<file path="config.mk">
export PLATFORM = sky130hd
export DESIGN_NAME = pulse_train_width_recorder
export DESIGN_NICKNAME = d
export VERILOG_FILES = /design/src/rtl/ptwr_pkg.sv /design/src/rtl/ptwr_ram.sv /design/src/rtl/pulse_train_width_recorder.sv
export SDC_FILE = /design/constraint.sdc
export NUM_CORES = 2
export LEC_CHECK = 0
export ABC_AREA = 1
export BUFFER_PORTS_ARGS = -buffer_cell sky130_fd_sc_hd__buf_2
export CORE_ASPECT_RATIO = 0.6
export CORE_MARGIN = 2
export CORE_UTILIZATION = 45
export DETAILED_ROUTE_END_ITERATION = 10
export PLACE_DENSITY = 0.63
export SLEW_MARGIN = 20
export SYNTH_ARGS = -nofsm -noshare
export SYNTH_HDL_FRONTEND = slang
export SYNTH_SLANG_ARGS = --single-unit
export TNS_END_PERCENT = 5
</file>
<file path="constraint.sdc">
create_clock -name i_clk -period 6.97 [get_ports i_clk]
set_input_delay 1.0455 -clock i_clk [delete_from_list [all_inputs] [get_ports i_clk]]
set_output_delay 1.0455 -clock i_clk [all_outputs]
set_load 0.05 [all_outputs]
</file>
<file path="src/rtl/ptwr_pkg.sv">
// Shared types and constants for the pulse train width recorder.
package ptwr_pkg;

    localparam int MAX_PULSES_DEF = 32;

    // Field widths fixed by the interface
    localparam int TIME_W  = 32;
    localparam int NUM_W   = 6;
    localparam int TMO_W   = 16;
    localparam int TPU_W   = 8;
    localparam int CFG_D_W = 16;
    localparam int CFG_I_W = 1;

    // Configuration register indexes
    localparam logic [CFG_I_W-1:0] CFG_IDLE_TIMEOUT = 1'b0;
    localparam logic [CFG_I_W-1:0] CFG_TICK_RATE    = 1'b1;

    // Configuration reset values
    localparam logic [TMO_W-1:0] TMO_RST = 16'd1000;
    localparam logic [TPU_W-1:0] TPU_RST = 8'd84;

    // Input operation codes
    localparam logic OP_EDGE = 1'b0;
    localparam logic OP_TICK = 1'b1;

    // Restoring divider: one quotient bit per cycle over a 33-bit dividend
    localparam int DIVD_W    = TIME_W + 1;
    localparam int DIV_STEPS = DIVD_W;
    localparam int STEP_W    = $clog2(DIV_STEPS);

    typedef enum logic [2:0] {
        S_IDLE,
        S_READ,
        S_LOAD_HI,
        S_DIV_HI,
        S_LOAD_LO,
        S_DIV_LO,
        S_PUSH
    } t_state;

endpackage

</file>
<file path="src/rtl/ptwr_ram.sv">
// Generic single-write, single-read RAM with registered read data.
module ptwr_ram #(
    parameter int WIDTH = 32,
    parameter int DEPTH = 32
) (
    input  logic                                     i_clk,
    input  logic                                     i_we,
    input  logic [((DEPTH > 1) ? $clog2(DEPTH) : 1)-1:0] i_waddr,
    input  logic [WIDTH-1:0]                         i_wdata,
    input  logic [((DEPTH > 1) ? $clog2(DEPTH) : 1)-1:0] i_raddr,
    output logic [WIDTH-1:0]                         o_rdata
);
    logic [WIDTH-1:0] r_mem [DEPTH];
    logic [WIDTH-1:0] r_rdata;

    always_ff @(posedge i_clk) begin
        if (i_we) begin
            r_mem[i_waddr] <= i_wdata;
        end
        r_rdata <= r_mem[i_raddr];
    end

    assign o_rdata = r_rdata;
endmodule

</file>
<file path="src/rtl/pulse_train_width_recorder.sv">
// Top level of the pulse train width recorder: edge capture, idle timeout and train report.
// The block takes one transaction per input: an edge transaction (op 0) stores a high or low
// width, the wrapping difference of capture times, into two pulse RAMs and completes without
// raising o_stall; a tick transaction (op 1) that finds no finished train does the same.
// A tick that sees at least one pulse held and an idle time (now_ms minus the time of
// the last edge) at or above idle_timeout_ms starts the report of the whole train: the pulse
// count and the started flag clear at once, and each pulse then passes through one RAM read,
// one load, 33 steps of the shared bit-serial divider for the high width, one load, 33 steps
// for the low width and a hand-off of the result to the output register, which waits while
// the output side stalls. The single restoring divider yields one quotient bit per cycle, and
// o_stall stays high for the whole report. Widths are rounded to the nearest microsecond with
// halves rounded up; a tick rate of 0 divides by 1. Results leave through
// an output register, so the last result of a train may still wait while the next input
// transaction is taken. Pulse RAM contents need no clearing after reset.
module pulse_train_width_recorder #(
    parameter int MAX_PULSES = ptwr_pkg::MAX_PULSES_DEF
) (
    input  logic                          i_clk,
    input  logic                          i_rst_n,
    // input channel
    input  logic                          i_valid,
    output logic                          o_stall,
    input  logic                          i_op,
    input  logic [ptwr_pkg::TIME_W-1:0]   i_capture_time,
    input  logic                          i_pin_level,
    input  logic [ptwr_pkg::TIME_W-1:0]   i_now_ms,
    // output channel
    output logic                          o_valid,
    input  logic                          i_stall,
    output logic [ptwr_pkg::NUM_W-1:0]    o_pulse_number,
    output logic [ptwr_pkg::TIME_W-1:0]   o_high_us,
    output logic [ptwr_pkg::TIME_W-1:0]   o_low_us,
    output logic [ptwr_pkg::NUM_W-1:0]    o_total_pulses,
    output logic                          o_last,
    // configuration write channel
    input  logic                          i_cfg_valid,
    output logic                          o_cfg_ready,
    input  logic [ptwr_pkg::CFG_I_W-1:0]  i_cfg_index,
    input  logic [ptwr_pkg::CFG_D_W-1:0]  i_cfg_data
);
    import ptwr_pkg::*;

    // Count holds 0..MAX_PULSES; the RAM address only 0..MAX_PULSES-1
    localparam int CW = $clog2(MAX_PULSES + 1);
    localparam int AW = (MAX_PULSES > 1) ? $clog2(MAX_PULSES) : 1;

    // Control state
    t_state            r_state, n_state;
    logic              r_first_seen, n_first_seen;
    logic [CW-1:0]     r_count, n_count;
    logic [CW-1:0]     r_total, n_total;
    logic [CW-1:0]     r_idx, n_idx;
    logic [STEP_W-1:0] r_step, n_step;
    logic              r_out_valid, n_out_valid;
    logic [TIME_W-1:0] r_last_capture, n_last_capture;
    logic [TIME_W-1:0] r_last_event_ms, n_last_event_ms;
    logic [TMO_W-1:0]  r_timeout, n_timeout;
    logic [TPU_W-1:0]  r_ticks, n_ticks;

    // Datapath
    logic [DIVD_W-1:0] r_dividend, n_dividend;
    logic [TPU_W-1:0]  r_rem, n_rem;
    logic [TIME_W-1:0] r_q_hi, n_q_hi;
    logic [NUM_W-1:0]  r_out_num, n_out_num;
    logic [TIME_W-1:0] r_out_high, n_out_high;
    logic [TIME_W-1:0] r_out_low, n_out_low;
    logic [NUM_W-1:0]  r_out_total, n_out_total;
    logic              r_out_last, n_out_last;

    // Pulse RAM ports
    logic              w_hi_we, w_lo_we;
    logic [AW-1:0]     w_waddr, w_raddr;
    logic [TIME_W-1:0] w_width;
    logic [TIME_W-1:0] w_hi_rdata, w_lo_rdata;

    // Helpers
    logic              w_in_acc;
    logic              w_room;
    logic [TIME_W-1:0] w_idle;
    logic              w_dump;
    logic [TPU_W-1:0]  w_div;
    logic [TPU_W-1:0]  w_half;
    logic [TPU_W:0]    w_trial;
    logic [TPU_W:0]    w_diff;
    logic              w_ge;
    logic [TPU_W-1:0]  w_rem_next;
    logic [31:0]       w_num32;
    logic [31:0]       w_tot32;
    logic              w_is_last;

    assign w_in_acc = i_valid && (r_state == S_IDLE);
    assign w_width  = i_capture_time - r_last_capture;
    assign w_room   = r_count < CW'(MAX_PULSES);
    assign w_idle   = i_now_ms - r_last_event_ms;
    assign w_dump   = (r_count != '0) && (w_idle >= TIME_W'(r_timeout));
    assign w_waddr  = r_count[AW-1:0];
    assign w_raddr  = r_idx[AW-1:0];

    // Shared divider step: a zero divisor acts as one
    assign w_div      = (r_ticks == '0) ? TPU_W'(1) : r_ticks;
    assign w_half     = w_div >> 1;
    assign w_trial    = {r_rem, r_dividend[DIVD_W-1]};
    assign w_ge       = w_trial >= {1'b0, w_div};
    assign w_diff     = w_trial - {1'b0, w_div};
    assign w_rem_next = w_ge ? w_diff[TPU_W-1:0] : w_trial[TPU_W-1:0];

    assign w_num32   = 32'(r_idx) + 32'd1;
    assign w_tot32   = 32'(r_total);
    assign w_is_last = (w_num32 == w_tot32);

    // Store widths on edge transactions
    always_comb begin
        w_hi_we = 1'b0;
        w_lo_we = 1'b0;
        if (w_in_acc && (i_op == OP_EDGE) && w_room) begin
            if (!r_first_seen) begin
                w_hi_we = !i_pin_level;
            end else if (i_pin_level) begin
                w_lo_we = 1'b1;
            end else begin
                w_hi_we = 1'b1;
            end
        end
    end

    ptwr_ram #(
        .WIDTH (TIME_W),
        .DEPTH (MAX_PULSES)
    ) u_high_ram (
        .i_clk   (i_clk),
        .i_we    (w_hi_we),
        .i_waddr (w_waddr),
        .i_wdata (w_width),
        .i_raddr (w_raddr),
        .o_rdata (w_hi_rdata)
    );

    ptwr_ram #(
        .WIDTH (TIME_W),
        .DEPTH (MAX_PULSES)
    ) u_low_ram (
        .i_clk   (i_clk),
        .i_we    (w_lo_we),
        .i_waddr (w_waddr),
        .i_wdata (w_width),
        .i_raddr (w_raddr),
        .o_rdata (w_lo_rdata)
    );

    // Sequencer: next state and register updates
    always_comb begin
        n_state         = r_state;
        n_first_seen    = r_first_seen;
        n_count         = r_count;
        n_total         = r_total;
        n_idx           = r_idx;
        n_step          = r_step;
        n_last_capture  = r_last_capture;
        n_last_event_ms = r_last_event_ms;
        n_timeout       = r_timeout;
        n_ticks         = r_ticks;
        n_dividend      = r_dividend;
        n_rem           = r_rem;
        n_q_hi          = r_q_hi;
        n_out_num       = r_out_num;
        n_out_high      = r_out_high;
        n_out_low       = r_out_low;
        n_out_total     = r_out_total;
        n_out_last      = r_out_last;
        // drop the held result once the output side takes it
        n_out_valid     = r_out_valid && i_stall;

        if (i_cfg_valid) begin
            case (i_cfg_index)
                CFG_IDLE_TIMEOUT: n_timeout = i_cfg_data[TMO_W-1:0];
                CFG_TICK_RATE:    n_ticks   = i_cfg_data[TPU_W-1:0];
                default: ;
            endcase
        end

        case (r_state)
            S_IDLE: begin
                if (w_in_acc) begin
                    if (i_op == OP_EDGE) begin
                        if (!r_first_seen) begin
                            if (!i_pin_level) begin
                                n_first_seen = 1'b1;
                            end
                        end else if (i_pin_level && w_room) begin
                            n_count = r_count + CW'(1);
                        end
                        n_last_capture  = i_capture_time;
                        n_last_event_ms = i_now_ms;
                    end else if (w_dump) begin
                        // latch the train size, clear the train and start the report
                        n_total      = r_count;
                        n_idx        = '0;
                        n_count      = '0;
                        n_first_seen = 1'b0;
                        n_state      = S_READ;
                    end
                end
            end
            S_READ: begin
                n_state = S_LOAD_HI;
            end
            S_LOAD_HI: begin
                n_dividend = {1'b0, w_hi_rdata} + DIVD_W'(w_half);
                n_rem      = '0;
                n_step     = '0;
                n_state    = S_DIV_HI;
            end
            S_DIV_HI: begin
                n_dividend = {r_dividend[DIVD_W-2:0], w_ge};
                n_rem      = w_rem_next;
                n_step     = r_step + STEP_W'(1);
                if (r_step == STEP_W'(DIV_STEPS - 1)) begin
                    n_state = S_LOAD_LO;
                end
            end
            S_LOAD_LO: begin
                n_q_hi     = r_dividend[TIME_W-1:0];
                n_dividend = {1'b0, w_lo_rdata} + DIVD_W'(w_half);
                n_rem      = '0;
                n_step     = '0;
                n_state    = S_DIV_LO;
            end
            S_DIV_LO: begin
                n_dividend = {r_dividend[DIVD_W-2:0], w_ge};
                n_rem      = w_rem_next;
                n_step     = r_step + STEP_W'(1);
                if (r_step == STEP_W'(DIV_STEPS - 1)) begin
                    n_state = S_PUSH;
                end
            end
            S_PUSH: begin
                // hold until the output register is free
                if (!r_out_valid || !i_stall) begin
                    n_out_valid = 1'b1;
                    n_out_num   = w_num32[NUM_W-1:0];
                    n_out_high  = r_q_hi;
                    n_out_low   = r_dividend[TIME_W-1:0];
                    n_out_total = w_tot32[NUM_W-1:0];
                    n_out_last  = w_is_last;
                    if (w_is_last) begin
                        n_state = S_IDLE;
                    end else begin
                        n_idx   = r_idx + CW'(1);
                        n_state = S_READ;
                    end
                end
            end
            default: begin
                n_state = S_IDLE;
            end
        endcase
    end

    always_ff @(posedge i_clk) begin
        if (!i_rst_n) begin
            r_state         <= S_IDLE;
            r_first_seen    <= 1'b0;
            r_count         <= '0;
            r_total         <= '0;
            r_idx           <= '0;
            r_step          <= '0;
            r_out_valid     <= 1'b0;
            r_last_capture  <= '0;
            r_last_event_ms <= '0;
            r_timeout       <= TMO_RST;
            r_ticks         <= TPU_RST;
        end else begin
            r_state         <= n_state;
            r_first_seen    <= n_first_seen;
            r_count         <= n_count;
            r_total         <= n_total;
            r_idx           <= n_idx;
            r_step          <= n_step;
            r_out_valid     <= n_out_valid;
            r_last_capture  <= n_last_capture;
            r_last_event_ms <= n_last_event_ms;
            r_timeout       <= n_timeout;
            r_ticks         <= n_ticks;
        end
    end

    always_ff @(posedge i_clk) begin
        r_dividend  <= n_dividend;
        r_rem       <= n_rem;
        r_q_hi      <= n_q_hi;
        r_out_num   <= n_out_num;
        r_out_high  <= n_out_high;
        r_out_low   <= n_out_low;
        r_out_total <= n_out_total;
        r_out_last  <= n_out_last;
    end

    assign o_stall        = (r_state != S_IDLE);
    assign o_cfg_ready    = 1'b1;
    assign o_valid        = r_out_valid;
    assign o_pulse_number = r_out_num;
    assign o_high_us      = r_out_high;
    assign o_low_us       = r_out_low;
    assign o_total_pulses = r_out_total;
    assign o_last         = r_out_last;

    // The pulse count never passes capacity
    a_count_bound: assert property (@(posedge i_clk) disable iff (!i_rst_n)
        r_count <= CW'(MAX_PULSES))
        else $error("pulse count above capacity");

    // Pulses are only counted once the train has started
    a_count_needs_start: assert property (@(posedge i_clk) disable iff (!i_rst_n)
        !r_first_seen |-> (r_count == '0))
        else $error("pulses counted before the first falling edge");

    // The report index stays inside the train being reported
    a_idx_in_train: assert property (@(posedge i_clk) disable iff (!i_rst_n)
        (r_state != S_IDLE) |-> (r_idx < r_total))
        else $error("report index outside the train");

endmodule
</file>
==> results.ini <==
[min_path]
hold_path_depth = 0
min_path_type = register to register
timing.hold.worst_endpoint = o_high_us[26]
min-delay-start = r_q_hi[26]

[pwr]
ir_drop_mv = 0.226
p_per_area_nw_per_um2 = 364
total_leakage_power_nw = 36.9

[routing]
routed_wirelength_um = 295000
detailroute.via_count = 66271
detail-route-antenna-nets = 0
detail_route.drc_violations = 0
wl_met1_um = 126000
vias_per_cell = 5.95
detailroute.wirelength.met2_um = 124000
met3_wire_length_um = 38000
first_pass_iters = 6
highest-signal-layer = met5
drt_iter0_drcs = 9925
routed_wire_length_per_instance_um = 26.5

[floorplan]
start_util_pct = 45.4
dieWidth_um = 603
die_area_um2 = 219000
rows = 131
core_footprint_um2 = 213000
design.portCount = 168
die_height_um = 363

[critical_path]
setup.worst_path.start_class = register
worst_ep_arrival_time_ns = 5.57
timing.critical_path.fanout_max = 34
critical_path.reg2reg.startpoint = r_last_capture[2]
end_kind = register
timing.critical_path.mode_cell = nand2_1
crit_path_max_incr_delay_ns = 0.76
criticalPathCategory = register to register
crit_slowest_cell = xor2_4
worst_reg_to_reg_setup_slack_ns = 2.06
critical-path-top-delay-family = compound AO/OA/AOI/OAI gates
ordered_list_of_cells_on_the_worst_path = inv_1, ha_1, nand3b_1, nand2_1, a21oi_1, o21ai_1, a21boi_1, o21ai_2, a21boi_1, o21ai_0, nand2_1, nand2_1, xor2_4, buf_4
timing.rr.end = u_low_ram.r_mem[9][27]
timing.reg2reg.worst_path_depth = 14
critical_path.n_buffers_inverters = 2
cp.required_ns = 7.63

[timing]
grt_setup_unrepaired = no
setup_violations = 0
min_period_over_period_pct = 70.5
finalSetupTns_ns = 0
timing_max_transition_violations_final = 0
max_freq_mhz = 204
worst_hold_slack_ns = 0.419
timing.final.crit_period_ns = 4.91
worst_slew_pin_tran_ns = 1.16
finalHoldViolations = 0
clock_skew_ns = 0.0960
max_slew_headroom_pct = 22.2

[synthesis]
yosys.area.top_type = edfxtp_1
netlist_top_cells_area = edfxtp_1 68%, o21ai_0 7.0%, nor2_1 5.5%, o22ai_1 3.9%, dfxtp_1 3.7%
dominant_combinational_cell_family_by_area_after_synthesis = compound AO/OA/AOI/OAI gates
dominant_cell_by_count_in_the_synthesized_netlist = edfxtp_1
synth_enable_flop_cells = 2198
postSynthNetCount = 8281
synth_area_um2 = 96800
synth.area.mux_share_pct = 0.0659
ys_warn_count = 0
ys_async_sr_fraction_pct = 0
synth_area_per_cell_um2 = 12.0
yosysUniqueCellTypes = 62
area_fraction_in_compound_gates_after_synthesis_pct = 12.9
leading_cell_types_by_count_after_synthesis = 2,198 x edfxtp_1, 1,425 x nor2_1, 1,345 x o21ai_0
synth-main-ff-cell = edfxtp_1
synth_xor_xnor_area_share_pct = 0.678
synthesis.instances = 8089
seq_area_frac_synth_pct = 71.9
synth_adder_area_share_pct = 1.38
synth_top_cell_area_share_pct = 68.2
fraction_of_the_mapped_netlist_area_in_simple_logic_gates_pct = 9.67
ys_seq_elements = 2379

[global_route]
grt_start_max_net_pins = 213
initial_antenna_violation_count = 19
grt_util_all_layers_pct = 26.3
globalRoute.totalOverflow = 0
first_global_vias = 60398
grt_pass1_wl_um = 423000

[cts]
clock-root-buffer = clkbuf_16
insertion_delay_ns = 0.89
holdBufCountCts = 0
cts_inserted_buffers = 207
cts_resized = 0
clk_pin_slew_worst_paths_ns = 0.07
max-clock-path-buffers = 4
cts-htree-levels = 4
clk_sink_count = 2379
buffers_inserted_during_post_cts_setup_optimization = 0
tritoncts = done

[placed_design]
routability_cong = 0.879
port_buffers = 166
dp.final_hpwl_um = 162000
dpl.cell_count = 10763

[final_layout]
area_grow_syn2layout_pct = 11.8
filler_cell_count = 18276
final_net_count = 8309
drive_above_1_share_pct = 9.52
finish.cell_count_without_fillers = 11143
postLayoutCoreUtil_pct = 50.8

[outcome]
outcome = completed

[run]
max_cap_viol_count = 0

## metal layers
metal,GRT usage [%],vias up
met5,1.14,-
met4,6.43,4
met3,7.02,419
met2,37.4,3821
met1,39.7,32783
li1,-,29244
## cell type report
type	count	area [um2]	area share, %
Antenna cell	8	20.0	0.0185
Clock inverter	105	956	0.883
Sequential cell	2379	69600	64.3
Clock buffer	263	5580	5.16
Inverter	345	1330	1.23
Multi-Input combinational cell	4859	24800	22.9
Timing Repair Buffer	325	2340	2.16
Tap cell	2859	3580	3.30
## through the flow
stage          setup slack [ns]  cell area, um2  power [W]
2_1_floorplan              1.64           96800     0.0239
3_3_place_gp               1.33          102000     0.0278
3_5_place_dp               1.29          102000     0.0279
4_1_cts                    2.09          108000     0.0392
5_1_grt                    1.77          108000     0.0409
6_report                   2.06          108000     0.0394
## kinds of logic after synthesis
kind of cell             Yosys count
AND/OR/NAND/NOR                 2381
flip-flops                      2379
AO/OA/AOI/OAI                   2292
buffers and inverters            851
adder cells (fa/ha/maj)          104
XOR/XNOR                          75
multiplexers                       6
other                              1
## placed cells by master (no fill, tap or decap), drive strengths merged, types with 18 or more instances in the layout
| cell type | netlist | layout |
|---|---|---|
| nor2 | 1441 | 1441 |
| nand3 | 74 | 74 |
| o31ai | 23 | 23 |
| nand4 | 20 | 20 |
| o22ai | 609 | 609 |
| nor3 | 18 | 18 |
| buf | 84 | 325 |
| inv | 342 | 343 |
| edfxtp | 2198 | 2198 |
| dfxtp | 181 | 181 |
| nand2 | 806 | 806 |
| clkinv | 3 | 82 |
| xnor2 | 25 | 25 |
| xor2 | 50 | 50 |
| o21ai | 1370 | 1370 |
| ha | 100 | 100 |
| a21oi | 236 | 236 |
| clkbuf | 422 | 263 |
## worst max path at each step
stage | start | endpoint | slack, ns | depth (start not counted)
after floorplan | i_stall | o_high_us[0] | 1.64 | 1
after global placement | i_capture_time[0] | u_low_ram.r_mem[23][22] | 1.33 | 17
after detailed placement | i_capture_time[0] | u_low_ram.r_mem[1][22] | 1.29 | 17
after CTS | r_last_capture[2] | u_low_ram.r_mem[25][27] | 2.09 | 14
after global routing | r_last_capture[2] | u_low_ram.r_mem[22][27] | 1.77 | 14
final | r_last_capture[2] | u_low_ram.r_mem[9][27] | 2.06 | 14
## flip-flops by register name (all words and copies together) (netlist names), 3 cells and up
signal	cells
u_high_ram.r_mem	1024
u_low_ram.r_mem	1024
r_dividend	33
o_high_us	32
o_low_us	32
r_last_capture	32
r_last_event_ms	32
r_q_hi	32
u_high_ram.o_rdata	32
u_low_ram.o_rdata	32
r_timeout	16
r_rem	8
r_ticks	8
o_pulse_number	6
o_total_pulses	6
r_count	6
r_idx	6
r_step	6
r_total	6
r_state	3
## power by group
| part | total [W] | switching [W] | internal [W] |
|---|---|---|---|
| clock | 0.0115 | 0.00518 | 0.00627 |
| sequential | 0.0178 | 0.000476 | 0.0174 |
| combinational | 0.0101 | 0.00759 | 0.00255 |
Power figures use the tool's default switching activity.
